File: src/hw/rtl/hdtc_pkg.sv
package hdtc_pkg;

  localparam logic [7:0] CH_ZERO  = 8'h30;
  localparam logic [7:0] CH_NINE  = 8'h39;
  localparam logic [7:0] CH_UP_A  = 8'h41;
  localparam logic [7:0] CH_UP_F  = 8'h46;
  localparam logic [7:0] CH_LO_A  = 8'h61;
  localparam logic [7:0] CH_LO_F  = 8'h66;
  localparam logic [7:0] CH_LO_X  = 8'h78;
  localparam logic [7:0] CH_MINUS = 8'h2D;

  typedef enum logic [1:0] {
    POS_START,
    POS_ZERO,
    POS_BODY
  } pos_e;

  typedef enum logic [2:0] {
    ST_IDLE,
    ST_START,
    ST_CONVERT,
    ST_PREFIX0,
    ST_PREFIXX,
    ST_SKIP,
    ST_EMIT,
    ST_STOP
  } state_e;

  typedef enum logic [2:0] {
    CNT_HOLD,
    CNT_DEC,
    CNT_BITS,
    CNT_NDIG,
    CNT_NHEX
  } cnt_op_e;

  typedef enum logic [1:0] {
    OUT_NONE,
    OUT_ZERO,
    OUT_X,
    OUT_DIGIT
  } out_op_e;

  typedef struct packed {
    logic    accept;
    logic    tok_clear;
    logic    dig_clear;
    logic    hex_load;
    logic    dd_step;
    logic    dig_shift;
    cnt_op_e cnt_op;
    out_op_e out_op;
  } cmd_t;

  typedef struct packed {
    logic pos_start;
    logic is_minus;
    logic tok_end;
    logic hex_mode;
    logic cnt_one;
    logic top_zero;
    logic out_free;
  } sts_t;

  function automatic logic [7:0] digit_char(logic [3:0] d);
    logic [7:0] c;
    if (d < 4'd10) begin
      c = CH_ZERO + {4'h0, d};
    end else begin
      c = CH_UP_A + {4'h0, d} - 8'd10;
    end
    return c;
  endfunction

endpackage

File: src/hw/rtl/hdtc_in_if.sv
interface hdtc_in_if;
  logic       valid;
  logic       ready;
  logic [7:0] ch;
  logic       token_end;

  modport source (output valid, ch, token_end, input ready);
  modport sink   (input valid, ch, token_end, output ready);
endinterface

File: src/hw/rtl/hdtc_out_if.sv
interface hdtc_out_if;
  logic       valid;
  logic       ready;
  logic [7:0] out_char;
  logic       out_last;

  modport source (output valid, out_char, out_last, input ready);
  modport sink   (input valid, out_char, out_last, output ready);
endinterface

File: src/hw/rtl/hdtc_ctrl.sv
module hdtc_ctrl (
  input  logic          clk_i,
  input  logic          rst_ni,
  input  logic          in_valid_i,
  output logic          in_ready_o,
  input  hdtc_pkg::sts_t sts_i,
  output hdtc_pkg::cmd_t cmd_o
);
  import hdtc_pkg::*;

  state_e state_q, state_d;
  logic   fire;

  assign fire = in_valid_i && in_ready_o;

  always_ff @(posedge clk_i or negedge rst_ni) begin
    if (!rst_ni) begin
      state_q <= ST_IDLE;
    end else begin
      state_q <= state_d;
    end
  end

  always_comb begin
    state_d = state_q;
    unique case (state_q)
      ST_IDLE: begin
        if (fire) begin
          if (sts_i.pos_start && sts_i.is_minus) begin
            state_d = ST_STOP;
          end else if (sts_i.tok_end) begin
            state_d = ST_START;
          end
        end
      end
      ST_START: begin
        state_d = sts_i.hex_mode ? ST_CONVERT : ST_PREFIX0;
      end
      ST_CONVERT: begin
        if (sts_i.cnt_one) state_d = ST_SKIP;
      end
      ST_PREFIX0: begin
        if (sts_i.out_free) state_d = ST_PREFIXX;
      end
      ST_PREFIXX: begin
        if (sts_i.out_free) state_d = ST_SKIP;
      end
      ST_SKIP: begin
        if (!sts_i.top_zero || sts_i.cnt_one) state_d = ST_EMIT;
      end
      ST_EMIT: begin
        if (sts_i.out_free && sts_i.cnt_one) state_d = ST_IDLE;
      end
      ST_STOP: begin
        state_d = ST_STOP;
      end
      default: begin
        state_d = ST_IDLE;
      end
    endcase
  end

  always_comb begin
    cmd_o      = '0;
    in_ready_o = 1'b0;
    unique case (state_q)
      ST_IDLE: begin
        in_ready_o   = 1'b1;
        cmd_o.accept = in_valid_i && !(sts_i.pos_start && sts_i.is_minus);
      end
      ST_START: begin
        cmd_o.tok_clear = 1'b1;
        if (sts_i.hex_mode) begin
          cmd_o.dig_clear = 1'b1;
          cmd_o.cnt_op    = CNT_BITS;
        end else begin
          cmd_o.hex_load = 1'b1;
          cmd_o.cnt_op   = CNT_NHEX;
        end
      end
      ST_CONVERT: begin
        cmd_o.dd_step = 1'b1;
        cmd_o.cnt_op  = sts_i.cnt_one ? CNT_NDIG : CNT_DEC;
      end
      ST_PREFIX0: begin
        if (sts_i.out_free) cmd_o.out_op = OUT_ZERO;
      end
      ST_PREFIXX: begin
        if (sts_i.out_free) cmd_o.out_op = OUT_X;
      end
      ST_SKIP: begin
        if (sts_i.top_zero && !sts_i.cnt_one) begin
          cmd_o.dig_shift = 1'b1;
          cmd_o.cnt_op    = CNT_DEC;
        end
      end
      ST_EMIT: begin
        if (sts_i.out_free) begin
          cmd_o.out_op    = OUT_DIGIT;
          cmd_o.dig_shift = 1'b1;
          cmd_o.cnt_op    = CNT_DEC;
        end
      end
      ST_STOP: begin
        in_ready_o = 1'b1;
      end
      default: begin
        in_ready_o = 1'b0;
      end
    endcase
  end

endmodule

File: src/hw/rtl/hdtc_datapath.sv
module hdtc_datapath #(
  parameter int VALUE_BITS = 32
) (
  input  logic           clk_i,
  input  logic           rst_ni,
  input  logic [7:0]     ch_i,
  input  logic           token_end_i,
  input  hdtc_pkg::cmd_t cmd_i,
  output hdtc_pkg::sts_t sts_o,
  hdtc_out_if.source     out_o
);
  import hdtc_pkg::*;

  localparam int NDIG = (VALUE_BITS * 30103) / 100000 + 1;
  localparam int NHEX = (VALUE_BITS + 3) / 4;
  localparam int DW   = NDIG * 4;
  localparam int HW   = NHEX * 4;
  localparam int WW   = VALUE_BITS + 5;
  localparam int CW   = $clog2(VALUE_BITS + 1);

  logic [VALUE_BITS-1:0] acc_q, acc_d;
  pos_e                  pos_q, pos_d;
  logic                  hex_q, hex_d;
  logic [DW-1:0]         dig_q, dig_d;
  logic [CW-1:0]         cnt_q, cnt_d;
  logic                  ov_q, ov_d;
  logic [7:0]            oc_q, oc_d;
  logic                  ol_q, ol_d;

  logic                  is_dec, is_up, is_lo;
  logic [3:0]            dec_val, hex_val, dgt;
  logic [WW-1:0]         acc_w, mul, sum;
  logic [VALUE_BITS-1:0] pushed;
  logic [DW-1:0]         dig_adj;
  logic [3:0]            top;
  logic                  out_free;

  // digit decode and saturating multiply-add
  always_comb begin
    is_dec  = (ch_i >= CH_ZERO) && (ch_i <= CH_NINE);
    is_up   = (ch_i >= CH_UP_A) && (ch_i <= CH_UP_F);
    is_lo   = (ch_i >= CH_LO_A) && (ch_i <= CH_LO_F);
    dec_val = is_dec ? ch_i[3:0] : 4'd0;
    if (is_dec) begin
      hex_val = ch_i[3:0];
    end else if (is_up || is_lo) begin
      hex_val = ch_i[3:0] + 4'd9;
    end else begin
      hex_val = 4'd0;
    end
    acc_w  = WW'(acc_q);
    mul    = hex_q ? (acc_w << 4) : ((acc_w << 3) + (acc_w << 1));
    dgt    = hex_q ? hex_val : dec_val;
    sum    = mul + WW'(dgt);
    pushed = (|sum[WW-1:VALUE_BITS]) ? '1 : sum[VALUE_BITS-1:0];
  end

  // double dabble add-3 on every BCD digit
  always_comb begin
    for (int i = 0; i < NDIG; i++) begin
      dig_adj[i*4 +: 4] = (dig_q[i*4 +: 4] >= 4'd5) ? dig_q[i*4 +: 4] + 4'd3
                                                     : dig_q[i*4 +: 4];
    end
  end

  assign top      = dig_q[DW-1 -: 4];
  assign out_free = !ov_q || out_o.ready;

  always_comb begin
    acc_d = acc_q;
    pos_d = pos_q;
    hex_d = hex_q;
    if (cmd_i.accept) begin
      unique case (pos_q)
        POS_START: begin
          acc_d = VALUE_BITS'(dec_val);
          pos_d = (ch_i == CH_ZERO) ? POS_ZERO : POS_BODY;
        end
        POS_ZERO: begin
          if (ch_i == CH_LO_X) begin
            hex_d = 1'b1;
            acc_d = '0;
          end else begin
            acc_d = pushed;
          end
          pos_d = POS_BODY;
        end
        POS_BODY: begin
          acc_d = pushed;
        end
        default: begin
          pos_d = POS_START;
        end
      endcase
    end else if (cmd_i.hex_load) begin
      acc_d = '0;
    end else if (cmd_i.dd_step) begin
      acc_d = acc_q << 1;
    end
    if (cmd_i.tok_clear) begin
      pos_d = POS_START;
      hex_d = 1'b0;
    end
  end

  always_comb begin
    dig_d = dig_q;
    if (cmd_i.dig_clear) begin
      dig_d = '0;
    end else if (cmd_i.hex_load) begin
      dig_d = '0;
      dig_d[DW-1 -: HW] = HW'(acc_q);
    end else if (cmd_i.dd_step) begin
      dig_d = {dig_adj[DW-2:0], acc_q[VALUE_BITS-1]};
    end else if (cmd_i.dig_shift) begin
      dig_d = dig_q << 4;
    end
  end

  always_comb begin
    unique case (cmd_i.cnt_op)
      CNT_DEC:  cnt_d = cnt_q - CW'(1);
      CNT_BITS: cnt_d = CW'(VALUE_BITS);
      CNT_NDIG: cnt_d = CW'(NDIG);
      CNT_NHEX: cnt_d = CW'(NHEX);
      default:  cnt_d = cnt_q;
    endcase
  end

  always_comb begin
    ov_d = ov_q;
    oc_d = oc_q;
    ol_d = ol_q;
    if (out_o.ready) ov_d = 1'b0;
    unique case (cmd_i.out_op)
      OUT_ZERO: begin
        ov_d = 1'b1;
        oc_d = CH_ZERO;
        ol_d = 1'b0;
      end
      OUT_X: begin
        ov_d = 1'b1;
        oc_d = CH_LO_X;
        ol_d = 1'b0;
      end
      OUT_DIGIT: begin
        ov_d = 1'b1;
        oc_d = digit_char(top);
        ol_d = (cnt_q == CW'(1));
      end
      default: begin
        oc_d = oc_q;
      end
    endcase
  end

  always_ff @(posedge clk_i or negedge rst_ni) begin
    if (!rst_ni) begin
      acc_q <= '0;
      pos_q <= POS_START;
      hex_q <= 1'b0;
      cnt_q <= '0;
      ov_q  <= 1'b0;
    end else begin
      acc_q <= acc_d;
      pos_q <= pos_d;
      hex_q <= hex_d;
      cnt_q <= cnt_d;
      ov_q  <= ov_d;
    end
  end

  always_ff @(posedge clk_i) begin
    dig_q <= dig_d;
    oc_q  <= oc_d;
    ol_q  <= ol_d;
  end

  assign sts_o.pos_start = (pos_q == POS_START);
  assign sts_o.is_minus  = (ch_i == CH_MINUS);
  assign sts_o.tok_end   = token_end_i;
  assign sts_o.hex_mode  = hex_q;
  assign sts_o.cnt_one   = (cnt_q == CW'(1));
  assign sts_o.top_zero  = (top == 4'd0);
  assign sts_o.out_free  = out_free;

  assign out_o.valid    = ov_q;
  assign out_o.out_char = oc_q;
  assign out_o.out_last = ol_q;

endmodule

File: src/hw/rtl/hex_decimal_token_converter_unit.sv
// channel  dir  beat payload                 role
// in_i     in   ch[7:0], token_end           token characters, one per beat
// out_o    out  out_char[7:0], out_last      converted number, one char per beat
//
// A character that does not end a token is taken and in_i stays ready.
// Decimal token end: set-up, "0x", zero skip and hex digits.
// Hex token end: set-up, VALUE_BITS double dabble steps, zero skip and decimal
// digits, at most NDIG of them (NDIG = 10 at 32 bits).
// Reset clears the token state and the stop flag; a stalled out_o holds the
// digit sequencer, and in_i is not ready until the last beat is loaded.
module hex_decimal_token_converter_unit #(
  parameter int VALUE_BITS = 32
) (
  input  logic       clk_i,
  input  logic       rst_ni,
  hdtc_in_if.sink    in_i,
  hdtc_out_if.source out_o
);
  import hdtc_pkg::*;

  cmd_t cmd;
  sts_t sts;

  hdtc_ctrl u_ctrl (
    .clk_i      (clk_i),
    .rst_ni     (rst_ni),
    .in_valid_i (in_i.valid),
    .in_ready_o (in_i.ready),
    .sts_i      (sts),
    .cmd_o      (cmd)
  );

  hdtc_datapath #(
    .VALUE_BITS (VALUE_BITS)
  ) u_datapath (
    .clk_i       (clk_i),
    .rst_ni      (rst_ni),
    .ch_i        (in_i.ch),
    .token_end_i (in_i.token_end),
    .cmd_i       (cmd),
    .sts_o       (sts),
    .out_o       (out_o)
  );

endmodule

File: src/flat_wrapper.sv
// flat-port wrapper written by rule: the top's interface ports become plain ports
module hex_decimal_token_converter_unit_flat import hdtc_pkg::*;
#(
  parameter int VALUE_BITS = 32
)
  (clk_i, rst_ni, in_i_valid, in_i_ch, in_i_token_end, in_i_ready, out_o_valid, out_o_out_char, out_o_out_last, out_o_ready);
  hdtc_in_if in_i_i ();
  hdtc_out_if out_o_i ();
  input  logic clk_i;
  input  logic rst_ni;
  input wire logic [$bits(in_i_i.valid)-1:0] in_i_valid;
  input wire logic [$bits(in_i_i.ch)-1:0] in_i_ch;
  input wire logic [$bits(in_i_i.token_end)-1:0] in_i_token_end;
  output wire logic [$bits(in_i_i.ready)-1:0] in_i_ready;
  output wire logic [$bits(out_o_i.valid)-1:0] out_o_valid;
  output wire logic [$bits(out_o_i.out_char)-1:0] out_o_out_char;
  output wire logic [$bits(out_o_i.out_last)-1:0] out_o_out_last;
  input wire logic [$bits(out_o_i.ready)-1:0] out_o_ready;
  assign in_i_i.valid = in_i_valid;
  assign in_i_i.ch = in_i_ch;
  assign in_i_i.token_end = in_i_token_end;
  assign in_i_ready = in_i_i.ready;
  assign out_o_valid = out_o_i.valid;
  assign out_o_out_char = out_o_i.out_char;
  assign out_o_out_last = out_o_i.out_last;
  assign out_o_i.ready = out_o_ready;
  hex_decimal_token_converter_unit #(.VALUE_BITS(VALUE_BITS)) u_core (.clk_i(clk_i), .rst_ni(rst_ni), .in_i(in_i_i), .out_o(out_o_i));
endmodule
File: config.mk
export PLATFORM = sky130hd
export DESIGN_NAME = hex_decimal_token_converter_unit_flat
export DESIGN_NICKNAME = d
export VERILOG_FILES = /design/src/hw/rtl/hdtc_pkg.sv /design/src/hw/rtl/hdtc_in_if.sv /design/src/hw/rtl/hdtc_out_if.sv /design/src/hw/rtl/hdtc_ctrl.sv /design/src/hw/rtl/hdtc_datapath.sv /design/src/hw/rtl/hex_decimal_token_converter_unit.sv /design/src/flat_wrapper.sv
export SDC_FILE = /design/constraint.sdc
export NUM_CORES = 1
export LEC_CHECK = 0
export BUFFER_PORTS_ARGS = -buffer_cell sky130_fd_sc_hd__buf_2
export CAP_MARGIN = 25
export CORE_MARGIN = 2
export CORE_UTILIZATION = 40
export DETAILED_ROUTE_END_ITERATION = 6
export SLEW_MARGIN = 20
export SYNTH_ARGS = -nofsm -noshare
export SYNTH_HDL_FRONTEND = slang
export SYNTH_SLANG_ARGS = --single-unit
File: constraint.sdc
create_clock -name clk_i -period 13.6 [get_ports clk_i]
set_input_delay 0 -clock clk_i [delete_from_list [all_inputs] [get_ports clk_i]]
set_output_delay 0 -clock clk_i [all_outputs]
set_load 0.01 [all_outputs]
# Word level (Yosys, flattened, before mapping)
# Index checks and enable logic that the tools add are counted.
# totals
ff_bits	94
# op_classes
add_sub_neg	17
n_lt_le_gt_ge	17
n_eq_ne	29
n_mux	63
reduce_logical	37
# op_table
operator	count
$mux W32	5
$mux W40	3
$pmux W32 S3	1
$mux W4	14
$ge A4 B3 Y1 const B	10
$add A36 B4 Y37	1
$add A35 B33 Y36	1
$add A4 B2 Y4 const B	9
$mux W36	1
$mux W3	11
$pmux W3 S8	1
$pmux W6 S4	1
$pmux W8 S3	1
$eq A8 B6 Y1 const B	2
$ge A8 B7 Y1 const B	2
$le A8 B7 Y1 const B	2
$eq A3 B3 Y1 const B	5
$mux W1	13
$eq A3 B2 Y1 const B	4
$ne A2 B2 Y1 const B	6
$pmux W2 S3	2
$pmux W3 S4	1
$reduce_bool A2 Y1	6
$mux W2	5
34 further kinds	56

# Logic depth before layout (Yosys ltp)
# Gate-level depths: netlist (run 1).
# depth
depth_word	12
mapped_depth	24
ltp_nobuf	22

# By module
# Synthesis (run 1) repeated with hierarchy kept, for this count alone.
# hier_totals
cells_unflattened	1253
area_unflattened_um2	9571.7
# modules_own_cells
mod	instances	cells_each	area_each_um2	seq_area_each_um2
hdtc_datapath	1	1201	9207.6	2092.0
hdtc_ctrl	1	52	364.1	75.1

# Worst setup path before layout (run 1)
# No wires, ideal clock.
# synth_path
path_kind	register to register
from	register u_core.u_datapath.hex_q
to	register u_core.u_datapath.acc_q[10]
setup_time_ns	0.082
arrival_ns	4.978
required_time_ns	13.518
slack_ns	8.540
path_stages_with_launch	21
cell_sequence	dfrtp_1 > clkbuf_1 > buf_6 > buf_2 > buf_6 > clkbuf_1 > buf_1 > clkbuf_1 > nor2b_1 > ha_1 > a21oi_1 > nor2_1 > o21ai_0 > or4b_4 > a2111oi_4 > nand4b_1 > nor4_2 > mux2i_1 > a22oi_4 > buf_6 > a31oi_1
# synth_via
elab_chain_len	7
elab_cells_between_ends	13
classes_between	1 x add/sub; 9 x mux; 3 x reduce/logical
# synth_lines
element	line_no	rtl
start, declared	hdtc_datapath.sv:23	logic hex_q, hex_d;
start signal, assigned	hdtc_datapath.sv:161	hex_q <= 1'b0;
start signal, assigned	hdtc_datapath.sv:167	hex_q <= hex_d;
$mux W36 or $mux W4 (tied branches)	hdtc_datapath.sv:52, hdtc_datapath.sv:53	
$add A36 B4 Y37	hdtc_datapath.sv:54	sum = mul + WW'(dgt);
$reduce_or A5 Y1	hdtc_datapath.sv:55	pushed = (|sum[WW-1:VALUE_BITS]) ? '1 : sum[VALUE_BITS-1:0];
$mux W32	hdtc_datapath.sv:55	
$mux W32	hdtc_datapath.sv:80	if (ch_i == CH_LO_X) begin
$pmux W32 S3	hdtc_datapath.sv:74	unique case (pos_q)
$mux W32	hdtc_datapath.sv:73	if (cmd_i.accept) begin
end signal, assigned	hdtc_datapath.sv:159	acc_q <= '0;
end signal, assigned	hdtc_datapath.sv:165	acc_q <= acc_d;
end, declared	hdtc_datapath.sv:21	logic [VALUE_BITS-1:0] acc_q, acc_d;
# Several ways; a longest one is shown, not always the timed one.
# A chain may end at the register's enable or synchronous reset.

# Final worst setup path (run 1)
# layout_path
from	register u_core.u_datapath.hex_q
to	register u_core.u_datapath.acc_q[0]
# The elaborated chain is that of the path after synthesis.

==> flow_metrics.py, run 1 <==
metrics = {
    "outcome": {
        "outcome": "complete, no violations",
    },
    "final_layout": {
        "syn2layout_area_growth_pct": 6.17,
        "multiInputGateArea_um2": 6920,
        "fin_cells": 1608,
        "drive_above_1_share": 0.0675,
        "design_area_um2": 10200,
        "register_area_um2": 2170,
        "n_antenna_cell": 0,
        "nets": 1366,
        "fillers": 2454,
    },
    "job": {
        "maxCapViolations": 0,
    },
    "min_path": {
        "min_path_type": "in -> reg",
    },
    "drt": {
        "wl_um": 28000,
        "via_per_inst": 6.02,
        "wl_per_cell_um": 17.4,
        "drt.antenna.violating_nets": 0,
        "vias": 9677,
        "drc": 0,
        "drtIter0Drc": 594,
        "firstDrtPassIters": 5,
    },
    "synthesis": {
        "muxShareOfSynthArea": 0.0222,
        "yosysSeqAreaShare": 0.226,
        "synth_top_family_by_area": "compound AO/OA/AOI/OAI gates",
        "syn_area_um2": 9590,
        "synth_area_leaders": "dfrtp_1 (12%), ha_1 (8.7%), dfxtp_1 (8.3%)",
        "synthesis.nets": 1390,
        "ys_types": 93,
        "synthArstFlopShare": 0.484,
        "synth_top_cells_by_count": "a21oi_1 (153), nor2_1 (147), nand2_1 (124), o21ai_0 (92), ha_1 (67)",
        "synth-edff-count": 8,
        "synth-simple-area-share": 0.266,
        "yosysTopAreaCellShare": 0.117,
        "yosysMostFrequentCell": "a21oi_1",
        "synth_xor_area_frac": 0.0429,
        "ys_warn_count": 0,
        "ys_seq_elements": 93,
        "yosysTopAreaCell": "dfrtp_1",
        "synth-adder-area-share": 0.0916,
        "synthCells": 1308,
        "syn_area_per_cell_um2": 7.33,
        "synth_compound_area_frac": 0.295,
        "ys.flop_type": "dfrtp_1",
    },
    "floorplanning": {
        "core_um2": 23500,
        "die_h_um": 159,
        "rows": 56,
        "initial_core_util": 0.407,
        "die_area_um2": 25200,
        "num_io_pins": 24,
        "die_x_um": 159,
    },
    "setup_path": {
        "crit_path_end_kind": "register",
        "slowest_delay_ns": 0.86,
        "slowest_stage": "dfrtp_2",
        "cp_cell_sequence": "inv_1 > nor2_1 > nand4_1 > inv_1 > nand2_1 > o21ai_0 > ha_1 > inv_1 > fa_1 > nor2b_1 > o22ai_1 > nor2_1 > o21a_1 > nand3b_1 > nor4bb_1 > nand3_1 > or4b_1 > a22oi_4 > o21ai_0",
        "required_ns": 13.81,
        "path_common_cell": "inv_1",
        "start_kind": "register",
        "path_class": "reg -> reg",
        "cp_data_arrival_time_ns": 5.80,
        "cp_max_fo": 44,
    },
    "placed_design": {
        "placed_cells": 1591,
        "placed_area_um2": 9870,
        "place_congestion": 0.911,
        "dpl.hpwl_um": 20800,
        "portBuffers": 22,
    },
    "timing": {
        "skew_ns": 0.00677,
        "finalCritPeriodShare": 0.411,
        "setup_tns_ns": 0,
        "slew_headroom": 0.314,
        "setup_viol": 0,
        "slew_viol_final": 0,
        "period_needed_ns": 5.59,
        "rsz0062_at_grt": "false",
        "final_hold_viol_count": 0,
        "max_freq_mhz": 179,
        "worst_slew_pin_slew_ns": 1.02,
    },
    "clock_network": {
        "cts_tree": "done",
        "numCtsBuffers": 9,
        "clk_pin_slew_ns": 0.06,
        "cts_buffer_depth": 2,
        "htree_levels": 3,
        "cts_resized": 0,
        "clk_latency_ns": 0.36,
        "postCtsSetupRepairBufs": 0,
        "cts-root-buf": "clkbuf_16",
        "clock-sinks": 93,
    },
    "power_and_ir_drop": {
        "finalPower_w": 0.00223,
        "leakage_nw": 4.00,
        "vdd_drop_max_v": 0.0000653,
        "pwr_density_cell_nw_per_um2": 219,
    },
    "global_routing": {
        "grt_max_degree": 61,
        "antenna_found_initial": 0,
        "first_global_vias": 8736,
        "grt_pass1_wl_um": 45600,
        "overflow": 0,
        "grtUsageTotal": 0.218,
    },
}
[cells in the final DEF (no fill, tap or decap), drive strengths merged, types with 6 or more instances in the layout]
master  synthesis  layout
o211ai          9       9
or3             9       9
a21oi         156     156
xor2           10      10
nand3          45      45
and2           21      21
o21a           12      12
nand4          22      22
ha             67      67
nand2b         19      19
o22ai           9       9
a211oi         29      29
o31ai          11      11
nor2b          19      19
edfxtp          8       8
nor3b          12      12
o21ai          93      93
buf            24      35
nor2          147     147
a221oi         19      19
inv            46      46
and3           19      19
o221ai          6       6
nand2         124     124
mux2i          19      19
xnor2          37      37
or2             8       8
a21o           18      18
nor3           33      33
clkbuf         46      11
nand3b          8       8
nor4            9       9
a31oi          28      28
dfrtp          45      45
dfxtp          40      40
[final timing paths]
check | from | to | slack (ns) | cells past startpoint
worst max-delay path | u_core.u_datapath.hex_q | u_core.u_datapath.acc_q[0] | 8.01 | 19
worst min-delay path | in_i_ch[7] | u_core.u_datapath.hex_q | 0.008 | 4
worst max register to register | u_core.u_datapath.hex_q | u_core.u_datapath.acc_q[0] | 8.01 | 19
worst min register to register | u_core.u_datapath.dig_q[29] | u_core.u_datapath.dig_q[29] | 0.51 | 2
max in group asynchronous | rst_ni | u_core.u_datapath.hex_q | 12.86 | 3
min in group asynchronous | rst_ni | u_core.u_ctrl.state_q[2] | 0.27 | 3
[report_power, final]
group	switching [W]	internal (W)
Clock	0.000109	0.000160
Sequential	0.000165	0.000399
Combinational	0.000853	0.000546
Total	0.00113	0.00111
[state kept, by name (all words and copies together) (netlist names)]
name / cells
u_core.u_datapath.hex_q: 1
u_core.u_datapath.out_o.out_last: 1
u_core.u_datapath.acc_q: 32
u_core.u_datapath.dig_q: 40
u_core.u_datapath.cnt_q: 6
u_core.u_ctrl.state_q: 3
u_core.u_datapath.out_o.valid: 1
u_core.u_datapath.out_o.out_char: 7
u_core.u_datapath.pos_q: 2
[kinds of logic (layout without fill, tap and decap cells)]
family,after synthesis,after routing
XOR/XNOR,47,47
multiplexers,21,21
AND/OR/NAND/NOR,516,516
adder cells (fa/ha/maj),69,69
buffers and inverters,117,98
AO/OA/AOI/OAI,444,444
flip-flops,93,93
other,1,1
[routing by layer]
metal / share of wire / track usage
met1: 0.47 / 0.296
met4: 0.023 / 0.0640
met3: 0.044 / 0.0347
met5: 0 / 0
met2: 0.47 / 0.357
[through the flow]
stage                     setup WS [ns]   util  hold WS, ns
after floorplan                    8.54      -       -0.296
after CTS                          8.09  0.433      0.00246
after detailed placement           8.10  0.419        0.137
final                              8.01  0.433      0.00803
after global routing               7.66  0.433       0.0437
after global placement             8.37  0.419        0.141
[what timing repair did]
item	in CTS	in global routing
hold buffers	1	0
setup endpoints to repair	0	0
hold endpoints to repair	45	0
[worst max-delay path, delay by kind of cell (launching register included)]
| family | cells | cell delay, ns |
|---|---|---|
| buf+inv | 3 | 0.33 |
| simple gates | 9 | 2.28 |
| fa+ha+maj | 2 | 0.62 |
| compound gates | 5 | 1.32 |
| flops | 1 | 0.86 |
[final cells by class]
class	instances	share of cell area
Tap cell	319	0.0392
Clock buffer	11	0.0229
Clock inverter	5	0.00737
Timing Repair Buffer	36	0.0214
Multi-Input combinational cell	1098	0.679
Sequential cell	93	0.213
Inverter	46	0.0170
(Power assumes the default switching activity.)
==> inputs of run 2 (changes only) <==
Clock period 13.6 ns to 4.65 ns, I/O delays scaled along.
==> run 2 against run 1 <==
Combinational power grew to 3.1 times the previous value. Sequential share of layout area decreased by 1.0 points. Die area is the same. Maximum frequency up 23%. Critical path type unchanged. Largest cell class unchanged. Highest routed layer unchanged.
==> flow_metrics.py, run 2 (same netlist as run 1, synthesis figures left out) <==
metrics = {
    "clock_network": {
        "htree_levels": 3,
        "numCtsBuffers": 9,
        "cts-root-buf": "clkbuf_16",
        "cts_buffer_depth": 2,
        "clock-sinks": 93,
        "cts_tree": "done",
        "clk_latency_ns": 0.36,
        "clk_pin_slew_ns": 0.07,
    },
    "global_routing": {
        "grtUsageTotal": 0.230,
        "antenna_found_initial": 0,
        "grt_pass1_wl_um": 48100,
        "first_global_vias": 9521,
        "overflow": 0,
        "grt_max_degree": 58,
    },
    "outcome": {
        "outcome": "complete, no violations",
    },
    "setup_path": {
        "slowest_delay_ns": 0.59,
        "required_ns": 4.92,
        "crit_family": "simple AND/OR/NAND/NOR gates",
        "worst-path-stages": 14,
        "start_kind": "register",
        "r2r_cells": 14,
        "crit_path_end_kind": "register",
        "path_class": "reg -> reg",
        "cp_max_fo": 26,
        "path_buf_inv": 1,
        "slowest_stage": "or4b_4",
        "cp_cell_sequence": "ha_2 > fa_1 > a21oi_1 > or3_4 > a31o_1 > o41a_1 > or4b_4 > a2111oi_4 > nand4b_1 > nor4_4 > mux2i_2 > a22oi_4 > buf_12 > a31oi_1",
        "cp_data_arrival_time_ns": 4.80,
    },
    "timing": {
        "finalCritPeriodShare": 0.974,
        "slew_headroom": 0.345,
        "setup_slack_ns": 0.122,
        "final_hold_viol_count": 0,
        "worst_slew_pin_slew_ns": 0.978,
        "skew_ns": 0.00893,
        "setup_viol": 0,
        "slew_viol_final": 0,
        "period_needed_ns": 4.53,
        "max_freq_mhz": 221,
    },
    "drt": {
        "via_per_inst": 5.97,
        "drt.antenna.violating_nets": 0,
        "wl_um": 29200,
        "drtIter0Drc": 752,
        "wl_per_cell_um": 17.7,
        "firstDrtPassIters": 5,
        "drc": 0,
        "vias": 9884,
    },
    "placed_design": {
        "placed_cells": 1630,
        "dpl.hpwl_um": 21600,
        "place_worst_setup_slack_ns": 0.0162,
        "place_congestion": 0.913,
        "placed_area_um2": 10200,
        "portBuffers": 22,
    },
    "power_and_ir_drop": {
        "pwr_density_cell_nw_per_um2": 641,
        "vdd_drop_max_v": 0.000246,
        "leakage_nw": 4.31,
    },
    "final_layout": {
        "nets": 1413,
        "design_area_um2": 10700,
        "n_antenna_cell": 0,
        "largest-register": "u_core.u_datapath.dig_q",
        "fin_cells": 1655,
        "syn2layout_area_growth_pct": 11.7,
        "drive_above_1_share": 0.115,
        "final_common_cell": "a21oi_1",
        "largest_reg_flops": 40,
        "fillers": 2427,
        "final_cell_mix": "a21oi_1 (151), nor2_1 (147), nand2_1 (124)",
    },
    "floorplanning": {
        "initial_core_util": 0.407,
        "core_um2": 23500,
        "die_area_um2": 25200,
        "rows": 56,
        "die_h_um": 159,
        "die_x_um": 159,
        "num_io_pins": 24,
    },
    "job": {
        "maxCapViolations": 0,
    },
    "min_path": {
        "min_path_type": "in -> reg",
        "min_path_cells": 5,
    },
}
## run 2: area by class of cell
type | count | area [um2] | share of cell area
clock inverters | 7 | 138 | 0.0128
inverters | 46 | 173 | 0.0161
clock buffers | 9 | 225 | 0.0210
multi-input cells | 1098 | 7020 | 0.655
flip-flops and latches | 93 | 2170 | 0.202
repair buffers | 83 | 592 | 0.0553
well taps | 319 | 399 | 0.0373
## run 2: path summary, 6_finish.rpt
check	slack, ns	to	start
setup reg to reg	0.12	u_core.u_datapath.acc_q[2]	u_core.u_datapath.acc_q[2]
max in group asynchronous	3.85	u_core.u_datapath.hex_q	rst_ni
hold reg to reg	0.50	u_core.u_datapath.dig_q[13]	u_core.u_datapath.dig_q[13]
hold / removal	0.09	u_core.u_datapath.hex_q	in_i_ch[4]
setup / recovery	0.12	u_core.u_datapath.acc_q[2]	u_core.u_datapath.acc_q[2]
min in group asynchronous	0.30	u_core.u_datapath.out_o.valid	rst_ni
## run 2: what timing repair did
| item | CTS | global route |
|---|---|---|
| resized for setup | 0 | 26 |
| setup buffers | 0 | 6 |
| endpoints found under the hold margin | 47 | 0 |
| endpoints found under the setup margin | 0 | 32 |
| hold buffers | 3 | 0 |
## run 2: metal layers
layer	routed length (um)	track usage
met1	13300	0.297
met2	13900	0.390
met3	1050	0.0358
met4	1010	0.0798
met5	0	0
## run 2: power breakdown
group / internal, W / leakage, nW / switching, W
Combinational: 0.00173 / 3.14 / 0.00261
Clock: 0.000578 / 0.177 / 0.000336
Sequential: 0.00117 / 0.994 / 0.000446
Total: 0.00347 / 4.31 / 0.00339
## run 2: worst reg2reg max path, cell delays in order (launching register included)
cell       delay, ns
dfrtp_1         0.41
ha_2            0.23
fa_1            0.23
a21oi_1         0.11
or3_4           0.42
a31o_1          0.23
o41a_1          0.48
or4b_4          0.59
a2111oi_4       0.26
nand4b_1        0.27
nor4_4          0.34
mux2i_2         0.36
a22oi_4         0.13
buf_12          0.19
a31oi_1         0.20
## run 2: stage by stage
| step | utilization | total power, W | TNS, ns | hold WS [ns] |
|---|---|---|---|---|
| after floorplan | - | 0.00473 | 0 | -0.296 |
| after CTS | 0.449 | 0.00681 | 0 | 0.0717 |
| final | 0.455 | 0.00686 | 0 | 0.0865 |
| after global placement | 0.432 | 0.00580 | 0 | 0.140 |
| after detailed placement | 0.432 | 0.00587 | 0 | 0.158 |
| after global routing | 0.455 | 0.00751 | -0.375 | 0.124 |
==> inputs of run 3 (changes only) <==
Settings changed: BUFFER_PORTS_ARGS -buffer_cell sky130_fd_sc_hd__buf_2 to unset, CAP_MARGIN 25 to unset, DONT_BUFFER_PORTS set to 1.
==> run 3 against run 2 <==
Sequential cell count did not move. Critical path type unchanged. Clock skew increased by 0.0015 ns. Sequential share of layout area is 0.24 points higher. Total power decreased by 2.3%. Largest cell class unchanged. Critical path depth down 2. Register-to-register slack better by 0.03 ns. Sequential power about the same. Via count decreased by 1.1%.
==> flow_metrics.py, run 3 (same netlist as run 1, synthesis figures left out) <==
metrics = {
    "timing": {
        "finalCritPeriodShare": 0.967,
        "period_needed_ns": 4.50,
        "slew_viol_final": 0,
        "slew_headroom": 0.353,
        "setup_viol": 0,
        "setup_slack_ns": 0.153,
        "worst_slew_pin_slew_ns": 0.966,
        "max_freq_mhz": 222,
        "skew_ns": 0.0104,
        "rsz0062_at_grt": "true",
        "final_hold_viol_count": 0,
    },
    "final_layout": {
        "design_area_um2": 10600,
        "n_antenna_cell": 0,
        "nets": 1397,
        "drive_above_1_share": 0.0970,
        "syn2layout_area_growth_pct": 10.3,
        "final_cell_mix": "a21oi_1 (151), nor2_1 (147), nand2_1 (124)",
        "final_common_cell": "a21oi_1",
        "largest-register": "u_core.u_datapath.dig_q",
        "largest_reg_flops": 40,
    },
    "drt": {
        "firstDrtPassIters": 5,
        "via_per_inst": 5.97,
        "wl_per_cell_um": 17.6,
        "drc": 0,
        "drt.antenna.violating_nets": 0,
        "wl_um": 28800,
        "drtIter0Drc": 807,
        "vias": 9780,
    },
    "clock_network": {
        "clk_latency_ns": 0.35,
        "htree_levels": 3,
        "clock-sinks": 93,
        "clk_pin_slew_ns": 0.07,
        "numCtsBuffers": 9,
        "cts_tree": "done",
        "cts-root-buf": "clkbuf_16",
        "cts_buffer_depth": 2,
    },
    "placed_design": {
        "dpl.hpwl_um": 21600,
        "place_congestion": 0.951,
        "portBuffers": 0,
        "place_worst_setup_slack_ns": 0.0343,
        "placed_area_um2": 10100,
    },
    "floorplanning": {
        "rows": 56,
        "die_area_um2": 25200,
        "core_um2": 23500,
        "die_x_um": 159,
        "die_h_um": 159,
        "initial_core_util": 0.407,
        "num_io_pins": 24,
    },
    "job": {
        "maxCapViolations": 0,
    },
    "setup_path": {
        "cp_max_fo": 9,
        "path_class": "reg -> reg",
        "cp_data_arrival_time_ns": 4.71,
        "r2r-start": "u_core.u_datapath.acc_q[16]",
        "required_ns": 4.86,
        "r2r_cells": 12,
        "ff2ff_setup_slack_ns": 0.15,
        "start_kind": "register",
        "crit_start": "u_core.u_datapath.acc_q[16]",
        "r2r_end": "u_core.u_datapath.acc_q[9]",
        "crit_path_end_kind": "register",
    },
    "power_and_ir_drop": {
        "pwr_density_cell_nw_per_um2": 633,
        "vdd_drop_max_v": 0.000223,
        "leakage_nw": 4.21,
        "seqPwrFrac": 0.244,
        "p_int_w": 0.00333,
        "comb_power_share": 0.645,
        "p_sw_w": 0.00337,
        "pwr-share-clk": 0.112,
        "sw_frac_of_total": 0.503,
    },
    "global_routing": {
        "grt_pass1_wl_um": 46400,
        "first_global_vias": 8954,
        "overflow": 0,
        "antenna_found_initial": 0,
        "grt_max_degree": 59,
        "grtUsageTotal": 0.221,
    },
    "outcome": {
        "outcome": "complete, no violations",
    },
    "min_path": {
        "holdPathEnd": "u_core.u_datapath.pos_q[0]",
        "min_path_cells": 4,
        "worstHoldStart": "in_i_ch[6]",
        "min_path_type": "in -> reg",
    },
}
[run 3: changes by cell type in the layout (fill, tap and decap cells not counted), sizes merged]
cell and change:
dlygate4sd3 +5, bufinv -3, buf -21, clkinvlp +3
[run 3: through the flow]
stage          instances  setup TNS, ns  power [W]  hold WS, ns  utilization
2_1_floorplan       1308              0    0.00473       -0.296            -
3_3_place_gp        1611              0    0.00581       -0.294        0.429
3_5_place_dp        1611              0    0.00587       -0.294        0.429
4_1_cts             1636              0    0.00665      0.00434        0.446
5_1_grt             1639        -0.0465    0.00731       0.0294        0.450
6_report            1639              0    0.00670      0.00106        0.450
[run 3: layout make-up]
cell class,instances,area [um2]
Fill cell,2423,13000
Multi-Input combinational cell,1098,6990
Sequential cell,93,2170
Timing Repair Buffer,67,559
Tap cell,319,399
Clock buffer,9,225
Inverter,46,173
Clock inverter,7,66.3
[run 3: power by group through the flow]
stage / Sequential [W] / Clock [W] / Combinational (W)
6_report: 0.00163 / 0.000748 / 0.00432
3_3_place_gp: 0.00163 / 0 / 0.00418
4_1_cts: 0.00162 / 0.000754 / 0.00427
5_1_grt: 0.00168 / 0.000783 / 0.00485
2_1_floorplan: 0.00148 / 0 / 0.00324
3_5_place_dp: 0.00164 / 0 / 0.00423
[run 3: worst max path at each step]
stage	to	slack [ns]
after global placement	u_core.u_datapath.acc_q[8]	0.13
final	u_core.u_datapath.acc_q[9]	0.15
after floorplan	u_core.u_datapath.acc_q[26]	0.05
after detailed placement	u_core.u_datapath.acc_q[8]	0.03
after CTS	u_core.u_datapath.acc_q[8]	0.007
after global routing	u_core.u_datapath.acc_q[22]	-0.02
[run 3: worst max-delay path: stages, from the launching register on]
cell and delay (ns):
dfrtp_1 0.51, ha_1 0.49, nand2_1 0.17, or4_1 0.63
nand3_1 0.12, nand3_1 0.11, or4b_1 0.59, nor3b_2 0.32
nand3_1 0.14, or4b_1 0.56, buf_4 0.20, a221oi_1 0.38
o22ai_1 0.14
[run 3: layer usage]
metal / up-vias / wire length [um] / track usage
met5: - / 0 / 0
met2: 244 / 13800 / 0.374
met4: 0 / 582 / 0.0558
met1: 4649 / 13400 / 0.301
li1: 4849 / - / -
met3: 38 / 1140 / 0.0251
[run 3: timing repair]
item                                    in CTS  in global routing
gates resized for setup                      0                 17
buffers inserted                             0                  2
endpoints found under the hold margin       52                  0
hold buffers                                 9                  0
endpoints found under the setup margin       0                 32
